### config.mk
export PLATFORM = sky130hd
export DESIGN_NAME = ebdr_front
export DESIGN_NICKNAME = d
export VERILOG_FILES = /design/src/rtl/ebdr_pkg.sv /design/src/rtl/ebdr_front.sv
export SDC_FILE = /design/constraint.sdc
export NUM_CORES = 1
export LEC_CHECK = 0
export ABC_AREA = 0
export ABC_CLOCK_PERIOD_IN_PS = 4600
export BUFFER_PORTS_ARGS = -buffer_cell sky130_fd_sc_hd__buf_2
export CAP_MARGIN = 10
export CORE_MARGIN = 1.5
export CORE_UTILIZATION = 41
export DETAILED_ROUTE_END_ITERATION = 10
export SYNTH_ARGS = -nofsm -noshare
export SYNTH_HDL_FRONTEND = slang
export SYNTH_SLANG_ARGS = --single-unit
### constraint.sdc
create_clock -name clk -period 4.6 [get_ports clk]
set_input_delay 0.46 -clock clk [delete_from_list [all_inputs] [get_ports clk]]
set_output_delay 0.46 -clock clk [all_outputs]
set_load 0.03 [all_outputs]
### src/rtl/ebdr_pkg.sv
// Shared types and constants for the event batch dedup receiver.
package ebdr_pkg;

  localparam int MaxNodeId   = 15;
  localparam int BatchMax    = 16;
  localparam int EventBytes  = 4;
  localparam int CounterBits = 32;
  localparam int NodeSlots   = MaxNodeId + 1;
  localparam int NodeIdxW    = $clog2(NodeSlots);
  localparam int QueueDepth  = 2;
  localparam logic [15:0] NoAck = 16'hFFFF;

  typedef enum logic [2:0] {
    REQ_HEADER = 3'd0,
    REQ_EVENT  = 3'd1,
    REQ_PONG   = 3'd2,
    REQ_QUERY  = 3'd3,
    REQ_DOWN   = 3'd4
  } req_e;

  typedef enum logic [3:0] {
    ST_HDR_OK    = 4'd0,
    ST_HDR_EPOCH = 4'd1,
    ST_MALFORMED = 4'd2,
    ST_DELIVERED = 4'd3,
    ST_GAP       = 4'd4,
    ST_DUP       = 4'd5,
    ST_DROPPED   = 4'd6,
    ST_PONG      = 4'd7,
    ST_QUERY     = 4'd8,
    ST_DOWN      = 4'd9,
    ST_BAD_NODE  = 4'd10
  } status_e;

  localparam logic [1:0] SEL_MALFORMED = 2'd0;
  localparam logic [1:0] SEL_DUP       = 2'd1;
  localparam logic [1:0] SEL_GAP       = 2'd2;
  localparam logic [1:0] SEL_RECEIVED  = 2'd3;

  // Classified command from front to back
  typedef struct packed {
    req_e        req;
    logic        bad_node;
    logic        malformed;
    logic [7:0]  node;
    logic [7:0]  cnt;
    logic [7:0]  epoch;
    logic [15:0] pseq;
    logic [15:0] eseq;
    logic [1:0]  sel;
  } cmd_t;

endpackage

### src/rtl/ebdr_front.sv
// Front end: accepts requests, classifies them and queues commands.
module ebdr_front import ebdr_pkg::*; (
  input  logic        clk,
  input  logic        rst_n,
  input  logic        in_valid,
  output logic        in_ready,
  input  logic [2:0]  in_req_type,
  input  logic [7:0]  in_node_id,
  input  logic [7:0]  in_frame_len,
  input  logic [7:0]  in_event_count,
  input  logic [7:0]  in_batch_epoch,
  input  logic [15:0] in_poll_seq,
  input  logic [15:0] in_event_seq,
  input  logic [1:0]  in_counter_select,
  output logic        cmd_valid,
  input  logic        cmd_ready,
  output cmd_t        cmd
);

  cmd_t q_r [QueueDepth];
  logic q_wp_r, q_rp_r;
  logic [1:0] q_cnt_r;
  cmd_t c;
  logic [11:0] need;
  logic push, pop, known;

  // Classification
  always_comb begin
    known = (in_req_type <= REQ_DOWN);
    need = 12'd2 + 12'(in_event_count) * 12'(EventBytes);
    c.req = req_e'(in_req_type);
    c.node = in_node_id;
    c.bad_node = (in_node_id == 8'd0) || (in_node_id > 8'(MaxNodeId));
    c.malformed = (in_frame_len < 8'd2) || (in_event_count > 8'(BatchMax)) ||
                  ({4'd0, in_frame_len} < need);
    c.cnt = in_event_count;
    c.epoch = in_batch_epoch;
    c.pseq = in_poll_seq;
    c.eseq = in_event_seq;
    c.sel = in_counter_select;
  end

  assign in_ready = (q_cnt_r != 2'(QueueDepth));
  assign push = in_valid && in_ready && known;
  assign cmd_valid = (q_cnt_r != 2'd0);
  assign pop = cmd_valid && cmd_ready;
  assign cmd = q_r[q_rp_r];

  // Command queue
  always_ff @(posedge clk) begin
    if (push) q_r[q_wp_r] <= c;
    if (!rst_n) begin
      q_wp_r <= 1'b0;
      q_rp_r <= 1'b0;
      q_cnt_r <= 2'd0;
    end else begin
      if (push) q_wp_r <= ~q_wp_r;
      if (pop) q_rp_r <= ~q_rp_r;
      q_cnt_r <= q_cnt_r + 2'(push) - 2'(pop);
    end
  end

  assert property (@(posedge clk) disable iff (!rst_n) q_cnt_r <= 2'(QueueDepth))
    else $error("queue overflow");
  assert property (@(posedge clk) disable iff (!rst_n)
    (q_cnt_r == 2'd0) |-> !pop) else $error("pop from empty queue");
  assert property (@(posedge clk) disable iff (!rst_n)
    (in_valid && in_ready && !known) |=> $stable(q_cnt_r) || $past(pop))
    else $error("unknown request queued");

endmodule

==> impl_metrics.yaml, run 1 <==
setup_path:
  r2r_start: "q_cnt_r[0]"
  worstSetupEndpointType: "output pin"
  start_kind: "register"
  endpoint: "cmd[42]"
  regToRegSetupSlack_ns: 2.41
  critPathKind: "register to output pin"
  crit-reg2reg-capture: "q_r[0][26]"
  rr_worst_depth: 4
  crit_path_max_fanout: 45
  crit_required_ns: 4.14
  cp.arrival_ns: 2.32
timing:
  slew_headroom_pct: 28.6
  maxSlewViolCount: 0
  skew_ns: 0.00470
  hold_violations: 0
  fin_ws_ns: 1.82
  fmax_ghz: 0.359
  rsz0062_at_grt: "false"
  setup_tns_ns: 0
  finalCritPeriodShare_pct: 60.5
  worst_pin_slew_ns: 1.07
  period_needed_ns: 2.78
  finalSetupViolCount: 0
cells_and_area:
  fillers: 1084
  diodes: 0
  area_growth_pct: 26.3
  fin_nets: 484
  multiInputGateArea_sq_um: 1240
  seqCellArea_sq_um: 3890
  layout-drive-gt1-share_pct: 56.0
clock_tree:
  cts_tree: "built"
  cts_hold_buf: 0
  clock_path_buffers: 2
  cts.sinks: 131
  clockRootBuffer: "clkbuf_16"
  path_clk_slew_ns: 0.05
  cts_setup_buffers: 0
  cts_buffers: 17
  htreeDepth: 4
  insertion_delay_ns: 0.41
  cts_resized: 0
status:
  status: "finished, final reports clean"
logic_synthesis:
  async_reset_ff_share_pct: 0
  synth_compound_area_share_pct: 1.42
  muxShareOfSynthArea_pct: 17.7
  synth_seq_cells: 131
  synthSimpleGateAreaFrac_pct: 1.99
  syn-cell-area_sq_um: 5290
  synthFlopType: "edfxtp_1"
  synth_edf_count: 126
  synth.most_common_cell: "edfxtp_1"
  ys_top_cells_by_area: "edfxtp_1 72%, mux2_4 17%, buf_12 2.3%, dfxtp_1 1.9%, ha_1 1.9%"
  ys_types: 26
  syn-num-nets: 333
  synth_warnings: 0
  synth_xor_area_share_pct: 0.331
  synth_common_cells: "126 x edfxtp_1, 60 x mux2_4, 10 x inv_1"
  synth_top_area_share_pct: 71.6
  synth_fa_ha_area_share_pct: 1.89
  synth_top_family_by_area: "multiplexers"
  synth.avg_cell_area_sq_um: 21.0
  ys_seq_area_share_pct: 73.5
  synth_top_cell_by_area: "edfxtp_1"
  syn_inst: 252
placed_design:
  post-dp-hpwl_microns: 5580
  portBuffers: 136
  dp_slack_ns: 1.95
  gp_congestion: 0.737
power_and_ir_drop:
  switching_share_pct: 29.6
  p_comb_share_pct: 27.5
  ir_drop_v: 0.000393
  clkPwrFrac_pct: 32.8
  power.total_w: 0.00394
  pwr-share-seq_pct: 39.7
  leakagePower_nw: 2.64
  p_int_w: 0.00277
  power.density_nw_per_um2: 590
  p_sw_w: 0.00117
global_route:
  grt_first_pass_wirelength_microns: 13000
  grt_pass1_vias: 2670
  antenna_found_initial: 0
  grt.total_usage_pct: 13.4
  grt_overflow: 0
  grt_max_degree: 48
die:
  start_util_pct: 41.9
  pin_count: 138
  row_count: 41
  die_x_microns: 117
  dieArea_sq_um: 13600
  die_y_microns: 117
  coreArea_sq_um: 12600
routing:
  via_count: 2717
  first_pass_iters: 4
  drt-vias-per-instance: 4.62
  drtIter0Drc: 156
  totalWireLength_microns: 8680
  drt-wirelength-per-cell_microns: 14.8
  ant_nets: 0
  drc_errors: 0
flow_run:
  cap_violations: 0
hold_path:
  hold_path_class: "primary input to register"
## power by group through the flow
stage	sequential (W)	clock, W	combinational (W)
final	0.00156	0.00129	0.00108
after global routing	0.00158	0.00138	0.00116
after CTS	0.00157	0.00132	0.00110
after detailed placement	0.00159	0	0.00110
after global placement	0.00158	0	0.00109
after floorplan	0.00150	0	0.000988
## how the worst min path moves through the flow
| stage | startpoint | end | cells after the start |
|---|---|---|---|
| detailed placement | q_rp_r | q_rp_r | 2 |
| finish | in_event_seq[1] | q_r[0][3] | 1 |
| floorplan | q_rp_r | register | 2 |
| global route | in_event_seq[1] | q_r[0][3] | 1 |
| CTS | in_event_seq[14] | q_r[1][16] | 1 |
| global placement | q_rp_r | register | 2 |
## logic make-up (layout without fill, tap and decap cells)
kind of cell,count (synthesis),count (layout)
muxes,63,63
buffers and inverters,17,181
DFF,131,131
xor gates and xnor gates,2,2
adders and majority gates,8,8
AOI/OAI and AO/OA,11,11
and+or+nand+nor,20,20
## stage by stage
| step | cells | area, sq um | hold WS, ns | util, % |
|---|---|---|---|---|
| CTS | 588 | 6670 | 0.211 | 52.9 |
| detailed placement | 556 | 6100 | 0.507 | 48.3 |
| global route | 588 | 6670 | 0.211 | 52.9 |
| global placement | 556 | 6100 | 0.497 | 48.3 |
| floorplan | 252 | 5290 | 0.481 | - |
| finish | 588 | 6670 | 0.236 | 52.9 |
## routing by layer
layer / track usage [%] / vias to the layer above / part of all wire (%)
li1: - / 1290 / -
met1: 15.6 / 1302 / 42
met2: 21.1 / 109 / 47
met3: 5.97 / 16 / 8.3
met4: 6.99 / 0 / 1.9
met5: 0 / - / 0
## worst max-delay path, cell delays in order, from the launching register on
cell	delay, ns
dfxtp_4	0.88
buf_4	0.48
mux2_4	0.34
buf_2	0.18
## registers in the layout, indices dropped and copies added, names as in the netlist, named ones only
register and cells:
q_r 126, q_cnt_r 2, q_rp_r 1, q_wp_r 1
## layout make-up
class	count	share of cell area (%)
Clock buffer	27	7.54
Clock inverter	5	1.12
Inverter	10	0.562
Multi-Input combinational cell	104	18.6
Sequential cell	131	58.2
Tap cell	172	3.22
Timing Repair Buffer	139	10.7
## layout by cell type (no fill, tap or decap)
master / n
buf_2: 136
edfxtp_1: 126
mux2_4: 60
clkbuf_16: 17
inv_1: 9
ha_1: 8
clkbuf_1: 6
nor2_1: 5
clkbuf_8: 4
dfxtp_1: 4
mux2_2: 3
a21oi_1: 3
nor4_1: 3
clkinv_2: 3
o21ai_0: 2
nand3_1: 2
nand4_1: 2
nor3_1: 2
o41ai_1: 2
and2_1: 2
bufinv_16: 2
buf_4: 2
o21a_1: 1
nand2b_2: 1
a21boi_0: 1
nand2_1: 1
o2111ai_1: 1
or2_2: 1
nor2_4: 1
xnor2_1: 1
inv_2: 1
a31o_1: 1
xor2_1: 1
dfxtp_4: 1
buf_12: 1
No activity file was read; power rests on OpenSTA's default activity.
==> inputs of run 2 (changes only) <==
- ABC_CLOCK_PERIOD_IN_PS: 4600 -> 2800
- clock period: 4.6 -> 2.8 ns (I/O delays scaled with it)
==> run 2 against run 1 <==
Sequential share of layout area increased by 0.34 points. Critical endpoint is now cmd[62]. Flip-flop and latch count unchanged. Power increased by 60%. Cell count increased by 0.51%. Hold slack got worse by 0.17 ns. Clock power increased by 48%. Critical path type unchanged.
==> impl_metrics.yaml, run 2 (synthesized netlist as in run 1, its figures left out) <==
status:
  status: "finished, final reports clean"
routing:
  via_count: 2708
  first_pass_iters: 5
  ant_nets: 0
  drtIter0Drc: 162
  drt-vias-per-instance: 4.58
  totalWireLength_microns: 8880
  drc_errors: 0
  drt-wirelength-per-cell_microns: 15.0
setup_path:
  start_kind: "register"
  worstSetupEndpointType: "output pin"
  crit_path_max_fanout: 41
  crit_required_ns: 2.52
  cpPeakStageDelay_ns: 0.59
  cp.arrival_ns: 1.95
  path_cells: "buf_12 -> mux2_2 -> buf_2"
  critPathKind: "register to output pin"
  cpMaxStageDelayCell: "dfxtp_4"
power_and_ir_drop:
  pwr-share-seq_pct: 39.6
  p_sw_w: 0.00193
  p_comb_share_pct: 29.9
  leakagePower_nw: 2.63
  clkPwrFrac_pct: 30.4
  switching_share_pct: 30.6
  power.density_nw_per_um2: 948
  ir_drop_v: 0.000434
  p_int_w: 0.00436
timing:
  finalSetupViolCount: 0
  finalCritPeriodShare_pct: 79.7
  maxSlewViolCount: 0
  hold_violations: 0
  worst_pin_slew_ns: 0.554
  period_needed_ns: 2.23
  setup_tns_ns: 0
  fin_ws_ns: 0.569
  rsz0062_at_grt: "false"
  fmax_ghz: 0.448
  skew_ns: 0.00350
  slew_headroom_pct: 62.6
cells_and_area:
  largest_registers: "q_r: 126 flops, q_cnt_r: 2 flops"
  fin_nets: 488
  fin_area_sq_um: 6640
  layout-drive-gt1-share_pct: 55.6
  largest_register_ffs: 126
  utilization_pct: 52.6
  area_growth_pct: 25.5
  regMostFlops: "q_r"
  mostFrequentLayoutCells: "136 x buf_2, 126 x edfxtp_1, 60 x mux2_4"
  final_common_cell: "buf_2"
  diodes: 0
clock_tree:
  clockRootBuffer: "clkbuf_16"
  cts.sinks: 131
  cts_buffers: 17
  cts_tree: "built"
  cts_setup_buffers: 0
  cts_resized: 0
  insertion_delay_ns: 0.41
  path_clk_slew_ns: 0.05
  cts_hold_buf: 0
  clock_path_buffers: 2
  htreeDepth: 4
placed_design:
  dp_slack_ns: 0.864
  portBuffers: 136
  post-dp-hpwl_microns: 5780
  gp_congestion: 0.731
  dpl_cell_area_sq_um: 6130
global_route:
  grt_first_pass_wirelength_microns: 13300
  antenna_found_initial: 0
  grt_pass1_vias: 2658
  grt_overflow: 0
  grt_max_degree: 42
  grt.total_usage_pct: 13.6
die:
  coreArea_sq_um: 12600
  pin_count: 138
  die_y_microns: 117
  dieArea_sq_um: 13600
  row_count: 41
  start_util_pct: 41.9
  die_x_microns: 117
flow_run:
  cap_violations: 0
hold_path:
  hold_path_class: "primary input to register"
==> run 2: worst max-delay path, delay by kind of cell (launching register included) <==
kind	cells	cell delay [ns]
buffers and inverters	2	0.52
flip-flops	1	0.59
multiplexers	1	0.37
==> run 2: through the flow <==
step | hold slack (ns) | power, W | instances
detailed placement | 0.472 | 0.00445 | 560
floorplan | 0.379 | 0.00409 | 252
finish | 0.0607 | 0.00629 | 591
CTS | 0.0391 | 0.00638 | 591
global placement | 0.469 | 0.00442 | 560
global route | 0.0390 | 0.00658 | 591
==> run 2: area by class of cell <==
cell class,instances,area [sq um]
Clock buffer,22,444
Clock inverter,9,65.1
Fill cell,1045,5980
Inverter,10,37.5
Multi-Input combinational cell,104,1240
Sequential cell,131,3890
Tap cell,172,215
Timing Repair Buffer,143,746
==> run 2: path summary, 6_finish.rpt <==
| kind | endpoint | slack (ns) | from | cells after the start |
|---|---|---|---|---|
| hold reg to reg | register | 0.52 | q_rp_r | 2 |
| hold / removal | q_r[0][3] | 0.06 | in_event_seq[1] | 1 |
| setup reg to reg | q_cnt_r[1] | 1.10 | q_cnt_r[0] | 8 |
| setup / recovery | cmd[62] | 0.57 | register | 3 |
==> run 2: per-layer routing <==
layer | vias up | global-route usage (%) | share of wire [%]
met5 | - | 0 | 0
met4 | 0 | 6.99 | 1.9
met3 | 13 | 5.60 | 7.7
met2 | 97 | 22.2 | 47
met1 | 1304 | 15.6 | 43
li1 | 1294 | - | -
==> run 2: power by group through the flow <==
stage	sequential, W	clock [W]	combinational (W)
finish	0.00249	0.00191	0.00188
CTS	0.00250	0.00197	0.00192
floorplan	0.00246	0	0.00163
global placement	0.00252	0	0.00190
global route	0.00251	0.00205	0.00201
detailed placement	0.00253	0	0.00191
==> inputs of run 3 (changes only) <==
- ABC_AREA: 0 -> 1
- ABC_CLOCK_PERIOD_IN_PS: 2800 -> 2200
- clock period: 2.8 -> 2.2 ns (I/O delays scaled with it)
==> run 3 against run 2 <==
Clock-buffer cell count decreased by 3. Largest cell class unchanged. Via count increased by 9.0%. Clock power increased by 51%. Die area increased by 0.88%. Highest routed layer unchanged. Combinational power increased by 17%. Critical path type is now primary input to register.
==> impl_metrics.yaml, run 3 <==
setup_path:
  crit_path_max_fanout: 4
  cp.arrival_ns: 2.26
  rr_worst_depth: 10
  crit_required_ns: 2.50
  cpMaxStageDelayCell: "dlygate4sd3_1"
  critPathKind: "primary input to register"
  r2r_start: "q_cnt_r[0]"
  worstSetupEndpointType: "register"
  start_kind: "primary input"
  cpPeakStageDelay_ns: 0.53
  critPathLaunch: "in_req_type[1]"
  path_cells: "dlygate4sd3_1 -> buf_2 -> o21ai_0 -> nand3_2 -> ha_1 -> inv_1 -> ha_1 -> xnor2_1 -> nand2_1 -> nand2_1 -> nor2_1"
cells_and_area:
  fin_nets: 556
  diodes: 0
  area_growth_pct: 36.3
  mostFrequentLayoutCells: "136 x buf_2, 126 x edfxtp_1, 60 x mux2_4"
  layout-drive-gt1-share_pct: 48.6
  regMostFlops: "q_r"
  largest_register_ffs: 126
  fillers: 1007
  largest_registers: "q_r: 126 flops, q_cnt_r: 2 flops"
  final_common_cell: "buf_2"
clock_tree:
  clock_path_buffers: 2
  clockRootBuffer: "clkbuf_16"
  cts_tree: "built"
  insertion_delay_ns: 0.41
  cts_buffers: 17
  cts_resized: 0
  cts.sinks: 131
  htreeDepth: 4
  path_clk_slew_ns: 0.06
  cts_hold_buf: 45
  cts_setup_buffers: 0
logic_synthesis:
  ys_seq_area_share_pct: 72.8
  syn-num-nets: 359
  synth.avg_cell_area_sq_um: 19.2
  async_reset_ff_share_pct: 0
  synth_top_cell_by_area: "edfxtp_1"
  synth_warnings: 0
  synth_seq_cells: 131
  synth_common_cells: "126 x edfxtp_1, 60 x mux2_4, 25 x nand2_1"
  synth.most_common_cell: "edfxtp_1"
  syn_inst: 278
  synth_top_area_share_pct: 71.0
  ys_types: 17
  synth_edf_count: 126
  syn-cell-area_sq_um: 5330
  ys_top_cells_by_area: "edfxtp_1 71%, mux2_4 17%, buf_12 2.3%, dfxtp_1 1.9%, ha_1 1.9%"
  synthFlopType: "edfxtp_1"
timing:
  finalCritPeriodShare_pct: 89.1
  setup_tns_ns: 0
  fmax_ghz: 0.510
  rsz0062_at_grt: "false"
  fin_ws_ns: 0.240
  worst_pin_slew_ns: 0.384
  slew_headroom_pct: 74.4
  period_needed_ns: 1.96
  hold_violations: 0
  skew_ns: 0.00690
  finalSetupViolCount: 0
  maxSlewViolCount: 0
global_route:
  grt_pass1_vias: 3023
  grt_max_degree: 65
  grtUsageMet2_pct: 24.4
  grt.total_usage_pct: 14.4
  antenna_found_initial: 0
  met1_usage_pct: 15.9
  grt_use_met3_pct: 5.56
  grt_overflow: 0
  grt_first_pass_wirelength_microns: 14300
  busiest_layer: "met2"
routing:
  drtIter0Drc: 178
  ant_nets: 0
  totalWireLength_microns: 9410
  drt-vias-per-instance: 4.47
  drc_errors: 0
  via_count: 2951
  first_pass_iters: 4
  drt-wirelength-per-cell_microns: 14.3
die:
  dieArea_sq_um: 13700
  row_count: 41
  start_util_pct: 42.1
  die_x_microns: 117
  coreArea_sq_um: 12700
  pin_count: 138
  die_y_microns: 117
hold_path:
  hold_path_class: "primary input to register"
  hold_depth: 1
  hold_start: "in_node_id[7]"
placed_design:
  dp_slack_ns: 0.345
  gp_congestion: 0.740
  post-dp-hpwl_microns: 5830
  portBuffers: 136
power_and_ir_drop:
  leakagePower_nw: 2.94
  power.total_w: 0.00819
  ir_drop_v: 0.000446
  power.density_nw_per_um2: 1130
flow_run:
  cap_violations: 0
status:
  status: "finished, final reports clean"
run 3: per-stage QoR:
step,instance area [sq um],hold WS [ns],util (%),instances
finish,7270,0.0177,57.4,660
global route,7270,0.00386,57.4,660
CTS,7270,0.00362,57.4,660
detailed placement,6200,0.412,49.0,583
global placement,6200,0.409,49.0,583
floorplan,5360,0.313,-,278
run 3: area by class of cell:
cell class | count | area, sq um | area share (%)
Clock buffer | 19 | 433 | 5.95
Sequential cell | 131 | 3890 | 53.5
Multi-Input combinational cell | 124 | 1280 | 17.6
Inverter | 16 | 60.1 | 0.826
Tap cell | 172 | 215 | 2.96
Timing Repair Buffer | 185 | 1210 | 16.7
Clock inverter | 13 | 184 | 2.53
run 3: cell families after synthesis:
logic type / after synthesis / synth area share (%)
xor+xnor: 1 / 0.164
buf+inv: 23 / 3.59
simple gates: 45 / 3.31
flops: 131 / 72.8
compound gates: 7 / 0.704
fa+ha+maj: 8 / 1.88
mux: 63 / 17.5
run 3: power by group:
part,internal [W],switching [W]
Sequential,0.00302,0.0000763
Clock,0.00189,0.000997
Combinational,0.000908,0.00129
Total,0.00583,0.00236
run 3: path summary, 6_finish.rpt:
kind / end / slack [ns]
worst max register to register: q_cnt_r[1] / 0.52
worst min register to register: q_rp_r / 0.46
worst max-delay path: q_cnt_r[1] / 0.24
worst min-delay path: q_r[0][57] / 0.02
run 3: per-layer routing:
metal / share of wire [%] / up-vias
met4: 1.7 / 0
met1: 42 / 1394
met2: 50 / 100
li1: - / 1441
met3: 7.0 / 16
met5: 0 / -
run 3: worst max-delay path: cells and delay by family:
family	cells	cell delay [ns]
buffers and inverters	3	0.71
and+or+nand+nor	4	0.38
adders and majority gates	2	0.51
AOI/OAI and AO/OA	1	0.25
xor gates and xnor gates	1	0.20
